`config.mk`:
```
export PLATFORM = sky130hd
export DESIGN_NAME = run_length_region_moments_core
export DESIGN_NICKNAME = d
export VERILOG_FILES = /design/src/rtl/rlrm_pkg.sv /design/src/rtl/rlrm_div.sv /design/src/rtl/rlrm_accum.sv /design/src/rtl/run_length_region_moments_core.sv
export SDC_FILE = /design/constraint.sdc
export NUM_CORES = 2
export LEC_CHECK = 0
export BUFFER_PORTS_ARGS = -buffer_cell sky130_fd_sc_hd__clkbuf_2
export CORE_ASPECT_RATIO = 2
export CORE_UTILIZATION = 55
export CTS_BUF_LIST = sky130_fd_sc_hd__clkbuf_2 sky130_fd_sc_hd__clkbuf_4 sky130_fd_sc_hd__clkbuf_8
export DETAILED_ROUTE_END_ITERATION = 8
export PLACE_DENSITY_LB_ADDON = 0.12
export SLEW_MARGIN = 5
export SYNTH_ARGS = -nofsm -noshare
export SYNTH_HDL_FRONTEND = slang
export SYNTH_HIERARCHICAL = 1
export SYNTH_SLANG_ARGS = --single-unit
```
`constraint.sdc`:
```
create_clock -name clock -period 24.3 [get_ports clock]
set_input_delay 3.645 -clock clock [delete_from_list [all_inputs] [get_ports clock]]
set_output_delay 3.645 -clock clock [all_outputs]
set_load 0.005 [all_outputs]
```
`src/rtl/rlrm_pkg.sv`:
```
`timescale 1ns / 1ps

package rlrm_pkg;

   // Coordinate and fixed-point sizes.
   localparam int COORD_BITS = 12;
   localparam int FRAC_BITS  = 8;

   // Derived widths of the datapath.
   localparam int LEN_BITS   = COORD_BITS + 1;
   localparam int PROD_BITS  = 2 * COORD_BITS + 2;
   localparam int TERM_BITS  = 2 * COORD_BITS + 1;
   localparam int AREA_BITS  = 2 * COORD_BITS + 1;
   localparam int MOM_BITS   = 3 * COORD_BITS + 1;
   localparam int CENT_BITS  = COORD_BITS + FRAC_BITS;
   localparam int CNT_BITS   = $clog2(CENT_BITS + 1);

   // Stream packing.
   localparam int REQ_FIELD_BITS = 3 * COORD_BITS;
   localparam int REQ_DATA_BITS  = ((REQ_FIELD_BITS + 7) / 8) * 8;
   localparam int RSP_FIELD_BITS = 4 * COORD_BITS + AREA_BITS + 2 * CENT_BITS;
   localparam int RSP_DATA_BITS  = ((RSP_FIELD_BITS + 7) / 8) * 8;
   localparam int RSP_USER_BITS  = 2;

   // Bit positions inside rsp_tuser.
   localparam int USER_EMPTY = 0;
   localparam int USER_BAD   = 1;

   // Bit offsets inside rsp_tdata.
   localparam int RSP_AREA_LSB = 4 * COORD_BITS;
   localparam int RSP_CX_LSB   = RSP_AREA_LSB + AREA_BITS;
   localparam int RSP_CY_LSB   = RSP_CX_LSB + CENT_BITS;

   // Control from the sequencer to the accumulator datapath.
   typedef struct packed {
      logic mul_en;
      logic acc_en;
      logic clear;
   } accum_ctrl_type;

   // Running statistics of the current region.
   typedef struct packed {
      logic [COORD_BITS-1:0] min_col;
      logic [COORD_BITS-1:0] max_col;
      logic [COORD_BITS-1:0] min_row;
      logic [COORD_BITS-1:0] max_row;
      logic [AREA_BITS-1:0]  area;
      logic [MOM_BITS-1:0]   x_mom;
      logic [MOM_BITS-1:0]   y_mom;
      logic                  bad;
   } region_type;

endpackage

```
`src/rtl/rlrm_div.sv`:
```
`timescale 1ns / 1ps

// Restoring divider, one quotient bit per cycle through a single subtractor.
// Gives min(floor(num * 2^FRAC_BITS / den), all ones) over CENT_BITS bits.
// The subtractor first tests for overflow, then, if there is none, runs CENT_BITS steps.
module rlrm_div (
   input  logic                             clock,
   input  logic                             reset,
   input  logic                             start,
   input  logic [rlrm_pkg::MOM_BITS-1:0]    num,
   input  logic [rlrm_pkg::AREA_BITS-1:0]   den,
   output logic                             done,
   output logic [rlrm_pkg::CENT_BITS-1:0]   quot
);

   typedef enum logic [1:0] {
      DIV_IDLE,
      DIV_CHECK,
      DIV_STEP,
      DIV_FINISH
   } div_state_type;

   div_state_type                      state_ff, state_in;
   logic [rlrm_pkg::AREA_BITS-1:0]     rem_ff, rem_in;
   logic [rlrm_pkg::CENT_BITS-1:0]     dvd_ff, dvd_in;
   logic [rlrm_pkg::CNT_BITS-1:0]      cnt_ff, cnt_in;
   logic [rlrm_pkg::AREA_BITS:0]       trial;
   logic [rlrm_pkg::AREA_BITS+1:0]     diff;
   logic                               ge;

   // Shared subtractor: overflow test in the check cycle, trial subtract in a step.
   always_comb begin
      if (state_ff == DIV_CHECK) begin
         trial = {1'b0, rem_ff};
      end else begin
         trial = {rem_ff, dvd_ff[rlrm_pkg::CENT_BITS-1]};
      end
      diff = {1'b0, trial} - {2'b00, den};
      ge   = ~diff[rlrm_pkg::AREA_BITS+1];
   end

   // Sequencer and datapath next values.
   always_comb begin
      state_in = state_ff;
      rem_in   = rem_ff;
      dvd_in   = dvd_ff;
      cnt_in   = cnt_ff;
      unique case (state_ff)
         DIV_IDLE, DIV_FINISH: begin
            if (start) begin
               // The check state saturates the quotient unless the upper part of the numerator is below den.
               rem_in   = num[rlrm_pkg::MOM_BITS-1:rlrm_pkg::COORD_BITS];
               dvd_in   = rlrm_pkg::CENT_BITS'(num[rlrm_pkg::COORD_BITS-1:0])
                          << rlrm_pkg::FRAC_BITS;
               cnt_in   = rlrm_pkg::CNT_BITS'(rlrm_pkg::CENT_BITS);
               state_in = DIV_CHECK;
            end else begin
               state_in = DIV_IDLE;
            end
         end
         DIV_CHECK: begin
            if (ge) begin
               dvd_in   = '1;
               state_in = DIV_FINISH;
            end else begin
               state_in = DIV_STEP;
            end
         end
         DIV_STEP: begin
            if (ge) begin
               rem_in = diff[rlrm_pkg::AREA_BITS-1:0];
            end else begin
               rem_in = trial[rlrm_pkg::AREA_BITS-1:0];
            end
            dvd_in = {dvd_ff[rlrm_pkg::CENT_BITS-2:0], ge};
            cnt_in = cnt_ff - 1'b1;
            if (cnt_ff == rlrm_pkg::CNT_BITS'(1)) begin
               state_in = DIV_FINISH;
            end
         end
         default: begin
            state_in = DIV_IDLE;
         end
      endcase
   end

   always_ff @(posedge clock) begin
      if (reset) begin
         state_ff <= DIV_IDLE;
      end else begin
         state_ff <= state_in;
      end
      rem_ff <= rem_in;
      dvd_ff <= dvd_in;
      cnt_ff <= cnt_in;
   end

   assign done = (state_ff == DIV_FINISH);
   assign quot = dvd_ff;

endmodule

```
`src/rtl/rlrm_accum.sv`:
```
`timescale 1ns / 1ps

// Per-run arithmetic: run length and moment terms in one registered step,
// then saturating accumulation and box update in the next.
module rlrm_accum (
   input  logic                              clock,
   input  logic                              reset,
   input  rlrm_pkg::accum_ctrl_type          ctrl,
   input  logic [rlrm_pkg::COORD_BITS-1:0]   row,
   input  logic [rlrm_pkg::COORD_BITS-1:0]   x_start,
   input  logic [rlrm_pkg::COORD_BITS-1:0]   x_end,
   output rlrm_pkg::region_type              region
);

   logic [rlrm_pkg::LEN_BITS-1:0]    len;
   logic [rlrm_pkg::LEN_BITS-1:0]    xsum;
   logic [rlrm_pkg::PROD_BITS-1:0]   xprod;
   logic [rlrm_pkg::TERM_BITS-1:0]   yprod;
   logic [rlrm_pkg::LEN_BITS-1:0]    len_ff;
   logic [rlrm_pkg::TERM_BITS-1:0]   xm_ff;
   logic [rlrm_pkg::TERM_BITS-1:0]   ym_ff;
   logic                             bad_ff;
   logic [rlrm_pkg::AREA_BITS:0]     area_sum;
   logic [rlrm_pkg::MOM_BITS:0]      xmom_sum;
   logic [rlrm_pkg::MOM_BITS:0]      ymom_sum;
   rlrm_pkg::region_type             region_ff, region_in;

   // Run length and the two moment products.
   always_comb begin
      len   = rlrm_pkg::LEN_BITS'(x_end) - rlrm_pkg::LEN_BITS'(x_start) + 1'b1;
      xsum  = rlrm_pkg::LEN_BITS'(x_end) + rlrm_pkg::LEN_BITS'(x_start);
      xprod = rlrm_pkg::PROD_BITS'(xsum) * rlrm_pkg::PROD_BITS'(len);
      yprod = rlrm_pkg::TERM_BITS'(row) * rlrm_pkg::TERM_BITS'(len);
   end

   always_ff @(posedge clock) begin
      if (ctrl.mul_en) begin
         len_ff <= len;
         // (xs + xe) * len is always even, so the halving is exact.
         xm_ff  <= xprod[rlrm_pkg::PROD_BITS-1:1];
         ym_ff  <= yprod;
         bad_ff <= (x_end < x_start);
      end
   end

   // Saturating sums of the accumulators.
   always_comb begin
      area_sum = {1'b0, region_ff.area} + (rlrm_pkg::AREA_BITS + 1)'(len_ff);
      xmom_sum = {1'b0, region_ff.x_mom} + (rlrm_pkg::MOM_BITS + 1)'(xm_ff);
      ymom_sum = {1'b0, region_ff.y_mom} + (rlrm_pkg::MOM_BITS + 1)'(ym_ff);
   end

   // Region update; a reversed run only raises the bad flag.
   always_comb begin
      region_in = region_ff;
      priority if (ctrl.clear) begin
         region_in.min_col = '1;
         region_in.max_col = '0;
         region_in.min_row = '1;
         region_in.max_row = '0;
         region_in.area    = '0;
         region_in.x_mom   = '0;
         region_in.y_mom   = '0;
         region_in.bad     = 1'b0;
      end else if (ctrl.acc_en) begin
         if (bad_ff) begin
            region_in.bad = 1'b1;
         end else begin
            if (x_start < region_ff.min_col) region_in.min_col = x_start;
            if (x_end > region_ff.max_col)   region_in.max_col = x_end;
            if (row < region_ff.min_row)     region_in.min_row = row;
            if (row > region_ff.max_row)     region_in.max_row = row;
            region_in.area  = area_sum[rlrm_pkg::AREA_BITS] ? '1 :
                              area_sum[rlrm_pkg::AREA_BITS-1:0];
            region_in.x_mom = xmom_sum[rlrm_pkg::MOM_BITS] ? '1 :
                              xmom_sum[rlrm_pkg::MOM_BITS-1:0];
            region_in.y_mom = ymom_sum[rlrm_pkg::MOM_BITS] ? '1 :
                              ymom_sum[rlrm_pkg::MOM_BITS-1:0];
         end
      end
   end

   always_ff @(posedge clock) begin
      if (reset) begin
         region_ff.min_col <= '1;
         region_ff.max_col <= '0;
         region_ff.min_row <= '1;
         region_ff.max_row <= '0;
         region_ff.area    <= '0;
         region_ff.x_mom   <= '0;
         region_ff.y_mom   <= '0;
         region_ff.bad     <= 1'b0;
      end else begin
         region_ff <= region_in;
      end
   end

   assign region = region_ff;

endmodule

```
`src/rtl/run_length_region_moments_core.sv`:
```
`timescale 1ns / 1ps

// Region moments from horizontal runs. Each request is one run (row, first
// column, last column) with tlast marking the final run of a region. An
// ordinary run passes through the length and moment products and the
// saturating accumulation, then returns to idle to take the next request. On
// the last run the block gives the bounding box, pixel area and the x and y
// centroids, each centroid coming from one shared restoring divider at one
// quotient bit per cycle, after an overflow test and before a finish state
// that hands over the quotient. The divisions are skipped when the region is
// empty and cut short when a centroid saturates; the result then waits until
// the output register is free. The input is not ready while a run is in work.
// The result sits in an output register, so the next run is taken while it
// waits; only a later result waits for it to be taken. A reversed run (last
// column below first) changes nothing but the bad flag in tuser.
module run_length_region_moments_core (
   input  logic                                  clock,
   input  logic                                  reset,
   // req_tdata: row, x_start, x_end from bit 0 up, zero padded.
   input  logic [rlrm_pkg::REQ_DATA_BITS-1:0]    req_tdata,
   input  logic                                  req_tlast,
   input  logic                                  req_tvalid,
   output logic                                  req_tready,
   // rsp_tdata: box_left, box_right, box_top, box_bottom, area, centroid_x,
   // centroid_y from bit 0 up, zero padded.
   output logic [rlrm_pkg::RSP_DATA_BITS-1:0]    rsp_tdata,
   // rsp_tuser: empty_res, bad_run_seen from bit 0 up.
   output logic [rlrm_pkg::RSP_USER_BITS-1:0]    rsp_tuser,
   output logic                                  rsp_tvalid,
   input  logic                                  rsp_tready
);

   typedef enum logic [2:0] {
      ST_IDLE,
      ST_MUL,
      ST_ACC,
      ST_DECIDE,
      ST_DIVX,
      ST_DIVY,
      ST_FIN
   } state_type;

   state_type                          state_ff, state_in;
   logic [rlrm_pkg::COORD_BITS-1:0]    row_ff, row_in;
   logic [rlrm_pkg::COORD_BITS-1:0]    xs_ff, xs_in;
   logic [rlrm_pkg::COORD_BITS-1:0]    xe_ff, xe_in;
   logic                               last_ff, last_in;
   logic [rlrm_pkg::CENT_BITS-1:0]     cx_ff, cx_in;
   logic [rlrm_pkg::CENT_BITS-1:0]     cy_ff, cy_in;
   logic [rlrm_pkg::RSP_DATA_BITS-1:0] rsp_data_ff, rsp_data_in;
   logic [rlrm_pkg::RSP_USER_BITS-1:0] rsp_user_ff, rsp_user_in;
   logic                               rsp_valid_ff, rsp_valid_in;

   rlrm_pkg::accum_ctrl_type           accum_ctrl;
   rlrm_pkg::region_type               region;
   logic                               req_accept;
   logic                               out_free;
   logic                               div_start;
   logic                               div_done;
   logic [rlrm_pkg::MOM_BITS-1:0]      div_num;
   logic [rlrm_pkg::CENT_BITS-1:0]     div_quot;

   assign req_tready = (state_ff == ST_IDLE) && !reset;
   assign req_accept = req_tvalid && req_tready;
   assign out_free   = !rsp_valid_ff || rsp_tready;

   // Accumulator datapath.
   rlrm_accum u_accum (
      .clock   (clock),
      .reset   (reset),
      .ctrl    (accum_ctrl),
      .row     (row_ff),
      .x_start (xs_ff),
      .x_end   (xe_ff),
      .region  (region)
   );

   // Shared divider: x centroid first, then y centroid.
   assign div_num   = (state_ff == ST_DIVX) ? region.y_mom : region.x_mom;
   assign div_start = ((state_ff == ST_DECIDE) && (region.area != '0)) ||
                      ((state_ff == ST_DIVX) && div_done);

   rlrm_div u_div (
      .clock (clock),
      .reset (reset),
      .start (div_start),
      .num   (div_num),
      .den   (region.area),
      .done  (div_done),
      .quot  (div_quot)
   );

   // Sequencer and result register next values.
   always_comb begin
      state_in     = state_ff;
      row_in       = row_ff;
      xs_in        = xs_ff;
      xe_in        = xe_ff;
      last_in      = last_ff;
      cx_in        = cx_ff;
      cy_in        = cy_ff;
      rsp_data_in  = rsp_data_ff;
      rsp_user_in  = rsp_user_ff;
      rsp_valid_in = rsp_valid_ff && !rsp_tready;
      accum_ctrl   = '0;
      unique case (state_ff)
         ST_IDLE: begin
            if (req_accept) begin
               row_in   = req_tdata[rlrm_pkg::COORD_BITS-1:0];
               xs_in    = req_tdata[2*rlrm_pkg::COORD_BITS-1:rlrm_pkg::COORD_BITS];
               xe_in    = req_tdata[3*rlrm_pkg::COORD_BITS-1:2*rlrm_pkg::COORD_BITS];
               last_in  = req_tlast;
               state_in = ST_MUL;
            end
         end
         ST_MUL: begin
            accum_ctrl.mul_en = 1'b1;
            state_in          = ST_ACC;
         end
         ST_ACC: begin
            accum_ctrl.acc_en = 1'b1;
            state_in          = last_ff ? ST_DECIDE : ST_IDLE;
         end
         ST_DECIDE: begin
            // An empty region skips both divisions.
            if (region.area == '0) begin
               cx_in    = '0;
               cy_in    = '0;
               state_in = ST_FIN;
            end else begin
               state_in = ST_DIVX;
            end
         end
         ST_DIVX: begin
            if (div_done) begin
               cx_in    = div_quot;
               state_in = ST_DIVY;
            end
         end
         ST_DIVY: begin
            if (div_done) begin
               cy_in    = div_quot;
               state_in = ST_FIN;
            end
         end
         ST_FIN: begin
            // Load the result once the output register is free, then clear.
            if (out_free) begin
               if (region.area == '0) begin
                  rsp_data_in = '0;
               end else begin
                  rsp_data_in = rlrm_pkg::RSP_DATA_BITS'({cy_ff, cx_ff, region.area,
                                                          region.max_row, region.min_row,
                                                          region.max_col, region.min_col});
               end
               rsp_user_in[rlrm_pkg::USER_EMPTY] = (region.area == '0);
               rsp_user_in[rlrm_pkg::USER_BAD]   = region.bad;
               rsp_valid_in     = 1'b1;
               accum_ctrl.clear = 1'b1;
               state_in         = ST_IDLE;
            end
         end
         default: begin
            state_in = ST_IDLE;
         end
      endcase
   end

   always_ff @(posedge clock) begin
      if (reset) begin
         state_ff     <= ST_IDLE;
         rsp_valid_ff <= 1'b0;
      end else begin
         state_ff     <= state_in;
         rsp_valid_ff <= rsp_valid_in;
      end
      row_ff      <= row_in;
      xs_ff       <= xs_in;
      xe_ff       <= xe_in;
      last_ff     <= last_in;
      cx_ff       <= cx_in;
      cy_ff       <= cy_in;
      rsp_data_ff <= rsp_data_in;
      rsp_user_ff <= rsp_user_in;
   end

   assign rsp_tdata  = rsp_data_ff;
   assign rsp_tuser  = rsp_user_ff;
   assign rsp_tvalid = rsp_valid_ff;

endmodule

```
### Yosys cells after proc, flatten, opt, wreduce, memory -nomap -nowiden

Index checks and enable logic that the tools add are counted.

* word-level logic and storage cells: 128
* bits of input ports: 45
* output and inout port bits: 124
* register bits: 467

* mux-type cells: 34
* bitwise operators: 2
* multipliers: 2
* magnitude comparators: 5
* add/sub/neg operators: 8
* equality and inequality tests: 18
* reductions and logical operators: 32

Operators by type and width (count)
* 37-bit two-way mux: 3
* 20-bit two-way mux: 4
* 20-bit one-hot mux with 2 select lines: 2
* 37-bit by 25-bit adder with 38-bit output: 2
* 25-bit two-way mux: 3
* 20-bit one-hot mux with 3 select lines: 1
* 25-bit one-hot mux with 2 select lines: 1
* 12-bit less-than comparator: 3
* 26-bit by 25-bit subtractor with 27-bit output: 1
* 25-bit by 13-bit adder with 26-bit output: 1
* 13-bit by 13-bit multiplier with 26-bit output: 1
* 26-bit two-way mux: 1
* 25-bit zero test: 1
* 12-bit by 13-bit multiplier with 25-bit output: 1
* 25-bit nonzero test: 1
* 12-bit > comparator: 2
* 3-bit one-hot mux with 7 select lines: 1
* 3-bit AND reduction: 6
* 12-bit by 12-bit adder with 13-bit output: 1
* 13-bit by 1-bit adder with 13-bit output (second input constant): 1
* 12-bit by 12-bit subtractor with 13-bit output: 1
* 3-bit two-way mux: 4
* 2-bit inequality test (second input constant): 6
* 2-bit AND reduction: 6
* 22 further kinds: 47

### Longest topological paths before layout

* depth in word-level cells: 5
* gate-level depth with buffers: 35
* mapped depth without buffers: 34

### By module

Netlist, hierarchy kept.

By module, submodules not included
* rlrm_accum: sequential area each 4884.7 um^2, cells each 2585, area each 23037.1 um^2, instances 1
* run_length_region_moments_core: sequential area each 5845.6 um^2, cells each 464, area each 7592.3 um^2, instances 1
* rlrm_div: sequential area each 1541.5 um^2, cells each 463, area each 4184.0 um^2, instances 1

### Worst setup path after synthesis

Ideal clock, no wire load.

* path type: in2reg
* from: input rsp_tready
* to: register u_accum.region_ff, in the netlist u_accum/region[100]
* path slack: 13.927 ns
* required time: 24.172 ns
* path buffers: 3
* library setup time: 0.128 ns
* stages: 7
* arrival: 10.245 ns
* path through: nand2b_1 nor2b_1 or2_2 clkbuf_1 clkbuf_1 clkbuf_1 nor2_1

RTL lines
* start: declaration: RTL line run_length_region_moments_core.sv:30 `input logic rsp_tready`
* end signal: assignment: RTL line rlrm_accum.sv:94 `region_ff <= region_in;`
* end: declaration: RTL line rlrm_accum.sv:26 `rlrm_pkg::region_type region_ff, region_in;`

### Worst setup path after layout

* from: register xe_ff[1] (netlist bit)
* to: register u_accum/xm_ff[24] (netlist bit), data pin

* longest elaborated chain between the ends: 3
* elaborated cells on any way between the ends: 4
* those cells by class: add/sub: 3; mul: 1

RTL lines
* start: declaration: RTL line run_length_region_moments_core.sv:46 `logic [rlrm_pkg::COORD_BITS-1:0] xe_ff, xe_in;`
* start signal: assignment: RTL line run_length_region_moments_core.sv:179 `xe_ff <= xe_in;`
* 12-bit by 12-bit subtractor with 13-bit output: RTL line rlrm_accum.sv:30 `len = rlrm_pkg::LEN_BITS'(x_end) - rlrm_pkg::LEN_BITS'(x_start) + 1'b1;`
* 13-bit by 1-bit adder with 13-bit output: RTL line rlrm_accum.sv:30
* 13-bit by 13-bit multiplier with 26-bit output (*): RTL line rlrm_accum.sv:32 `xprod = rlrm_pkg::PROD_BITS'(xsum) * rlrm_pkg::PROD_BITS'(len);`
* via u_accum.xprod (one bit): RTL line rlrm_accum.sv:17 `logic [rlrm_pkg::PROD_BITS-1:0] xprod;`
* end signal: assignment: RTL line rlrm_accum.sv:40 `xm_ff <= xprod[rlrm_pkg::PROD_BITS-1:1];`
* end: declaration: RTL line rlrm_accum.sv:20 `logic [rlrm_pkg::TERM_BITS-1:0] xm_ff;`

The timed path passes the listed nets; every way through them passes the cells marked *.
A chain may end at the register's enable or synchronous reset.

==> summary.txt <==
Min path
  – Hold path startpoint: u_accum/region[0]
  – HP Class: register to register

Yosys
  – Post-synthesis cell type count: 95
  – Post-synth EDFFs: 306
  – Gate Count Post-Synth: approximately 3500
  – Post-synthesis adder-cell area fraction: approximately 25%
  – Post-Synth XOR/XNOR Area: around 3.6%
  – YS warnings: 6
  – Sequential fraction of the synthesis area: a little over a third
  – Ys flop type: edfxtp_1
  – Ys async rst share: 0%
  – Simple-Gate Fraction of Synth Area: approximately 14%
  – Post-synthesis mux area share: around 2.9%
  – Seq cells post-synth: 460
  – Avg Inst Size Synth: 9.91 um2
  – Compound-gate portion of the synthesized area: between 10% and 20%
  – Combinational family with the most area after synthesis: adder cells
  – Synth Cell Area: about 35000 um2

Power
  – Pwr Total: roughly 5.8 mW
  – Sw Ratio: ~45%
  – Combinational share of power: 67.9%
  – Maximum VDD drop: ~0.27 mV
  – Int Power: between 3 and 4 mW
  – Clock Power Share: between 10% and 20%
  – Seq pwr share: 19.9%
  – Leak pwr: about 17 nW
  – Switch Pwr: between 2 and 3 mW
  – PwrDens: between 150 and 200 nW/um2

Floorplanning
  – # IOs: around 170
  – FP Rows: 130
  – Die Wd: 180 um
  – Starting Density: roughly 56%
  – Core Box Area: approximately 63000 um2
  – Die height: approximately 360 um
  – Die area: around 64000 um2

Setup path
  – R2r startpoint: xe_ff[1]
  – Crit path from: xe_ff[1]
  – CP max stage cell: edfxtp_1
  – Worst-path maximum fanout: 25
  – Element type at the critical path start: register
  – Kind of critical path: register to register
  – Critical Path RT: between 20 and 25 ns
  – Peak per-stage delay on the critical path: roughly 0.55 ns
  – Worst path arrival time: just over 9 ns
  – Crit. End Element: register

STA
  – Slew HR: between 10% and 20%
  – Setup TNS: 0 ns
  – Tcrit/Tclk final: 35.6%
  – Min Tclk post-route: between 8 and 9 ns
  – Fmax: between 0.1 and 0.15 GHz
  – Setup violations, final: 0
  – Unrepaired setup endpoints after global routing: no
  – Post-Route Skew: 0.0503 ns
  – Final hold violations: 0
  – Worst Max-Slew Pin Slew: 1.26 ns
  – Slew Limit Fails: 0

Placed design
  – Hpwl dp: between 60000 and 70000 um
  – Area after DPL: roughly 36000 um2
  – GP Congestion: 0.922
  – Port bufs: around 160
  – Cells after DPL: between 4000 and 5000

Clock tree
  – Clock Tree Buf Depth: 3
  – Root buf cell: clkbuf_8
  – CTS resizes: 0
  – H-Tree Depth: 3
  – Clock-pin slew on the worst setup and hold paths: approximately 0.060 ns
  – Num CTS Buffers: 68
  – CTS Sinks: 460
  – Post-CTS setup buffer count: 0
  – Hold buffers post-CTS: 0
  – Worst-Skew Late Latency: just over 0.7 ns
  – CTS tree: done

GRT
  – Antenna violations before repair: 2
  – Largest net degree at the start of global routing: 87
  – First-pass GRT wire length: about 140000 um
  – Gr usage total: approximately 28%
  – Vias in the first global route: between 20000 and 30000
  – Total global routing overflow: 0

Route
  – Drt drc: 40
  – Routed wire length: around 89000 um
  – Wire per inst: approximately 20 um
  – Routed Antenna Nets: 0
  – Drt pass-1 iters: 8
  – Vias per inst: around 5.8
  – First DRT Iteration DRCs: between 1000 and 1500
  – Vias: ~26000

Finish
  – Share of cells above drive strength 1: roughly an eighth
  – Final Net Count: 4202
  – Fin cells: between 4000 and 5000
  – Layout Cell Area excl Fill: 37900 um2
  – Layout area overhead: 8.75%

Flow run
  – Max-cap viol count: 0

Outcome
  – Failing checks: design-rule violations
  – Status: complete, but fails checks
## placed cells by master (no fill, tap or decap), types with 8 or more instances in the layout
master | netlist | layout
xnor2_1 | 79 | 67
xor2_1 | 63 | 61
nor4_1 | 10 | 10
nor2_1 | 161 | 159
dfxtp_1 | 154 | 154
nor2b_1 | 119 | 117
xnor2_2 | 1 | 13
a31oi_1 | 33 | 32
mux2_2 | 62 | 62
o211ai_1 | 31 | 31
buf_4 | 12 | 37
a211oi_1 | 13 | 13
and2_1 | 120 | 119
o22ai_1 | 8 | 8
inv_1 | 431 | 431
o31ai_1 | 9 | 8
o2111ai_1 | 8 | 8
o21ai_0 | 133 | 131
or3_1 | 8 | 8
edfxtp_1 | 306 | 306
nand4_1 | 26 | 26
a21oi_1 | 213 | 213
o21bai_1 | 19 | 19
clkbuf_8 | 0 | 77
fa_1 | 242 | 242
mux2i_1 | 32 | 32
o21a_1 | 15 | 15
a21o_1 | 57 | 57
nand2b_1 | 33 | 33
o21ai_1 | 14 | 15
and3_1 | 54 | 54
nand2_1 | 359 | 359
clkbuf_2 | 0 | 157
nand3_1 | 47 | 47
ha_1 | 310 | 308
nor3_1 | 43 | 41
clkbuf_4 | 0 | 30
## critical path: cells and delay by family, from the launching register on
kind                     cells  cell delay (ns)
flip-flops                   1             0.55
AND/OR/NAND/NOR              4             0.85
XOR/XNOR                     1             0.09
AO/OA/AOI/OAI               12             2.29
buffers and inverters        7             0.71
adder cells (fa/ha/maj)      9             3.84
## state kept, by name (all words and copies together), names as in the netlist, 13 cells and up
name and cells:
u_accum/ym_ff 25, cx_ff 20, cy_ff 20, u_div/rem_ff 25, u_div/quot 20, u_accum/len_ff 13, u_accum/region 148, rsp_tdata 113
u_accum/xm_ff 25
## cell families after synthesis
kind of cell             Yosys count
AO/OA/AOI/OAI                    645
XOR/XNOR                         143
adder cells (fa/ha/maj)          552
buffers and inverters            609
flip-flops                       460
multiplexers                      94
other                              1
AND/OR/NAND/NOR                 1008
## power by group through the flow
stage	logic (mW)	clock network [mW]	registers (mW)
2_1_floorplan	3.13	0	1.16
3_3_place_gp	3.88	0	1.17
3_5_place_dp	3.96	0	1.18
4_1_cts	3.99	0.733	1.16
5_1_grt	4.51	0.762	1.16
6_report	3.96	0.712	1.16
## cell usage after synthesis (9+ instances only)
cell type  instances  share of area (%)
inv_1            431                4.6
nand2_1          359                3.9
ha_1             310                 11
edfxtp_1         306                 26
fa_1             242                 14
a21oi_1          213                3.1
nor2_1           161                1.7
dfxtp_1          154                8.9
o21ai_0          133                1.9
clkbuf_1         132                1.4
and2_1           120                2.2
nor2b_1          119                2.1
xnor2_1           79                2.0
xor2_1            63                1.6
mux2_2            62                2.0
a21o_1            57                1.2
and3_1            54               0.97
nand3_1           47               0.68
nor3_1            43               0.62
a31oi_1           33               0.59
nand2b_1          33               0.59
mux2i_1           32               0.92
o211ai_1          31               0.67
buf_2             27               0.39
nand4_1           26               0.47
o21bai_1          19               0.41
o21a_1            15               0.32
o21ai_1           14               0.20
a211oi_1          13               0.28
buf_4             12               0.26
nor4_1            10               0.18
o31ai_1            9               0.19
## path summary, 6_finish.rpt
check,cells past startpoint,end,slack [ns]
max,33,u_accum/xm_ff[24],15.66
min,0,rsp_tuser[1],0.44
max reg2reg,33,u_accum/xm_ff[24],15.66
min reg2reg,0,rsp_tuser[1],0.44
## per-layer routing
metal	up-vias	part of all wire, %	global-route usage [%]
met2	694	54	54.1
met5	-	0.018	0
met3	292	3.8	3.75
met1	12600	34	26.3
met4	2	7.9	21.8
li1	12100	-	-
## metrics by stage
stage	utilization (%)	hold slack (ns)	worst slack, ns
after floorplan	-	0.409	13.93
after global placement	58.0	0.425	15.85
after detailed placement	58.0	0.421	15.70
after CTS	60.5	0.443	15.65
after global routing	60.5	0.449	15.17
final	60.5	0.437	15.66
## cell type report
type | count | area (um2)
clock inverter | 19 | 264
timing repair buffer | 194 | 1060
tap | 792 | 991
clock buffer | 107 | 1280
antenna | 2 | 5.00
multi-input combinational | 2449 | 20400
sequential | 460 | 12300
fill | 5311 | 24800
inverter | 432 | 1620
(Power assumes the default switching activity.)
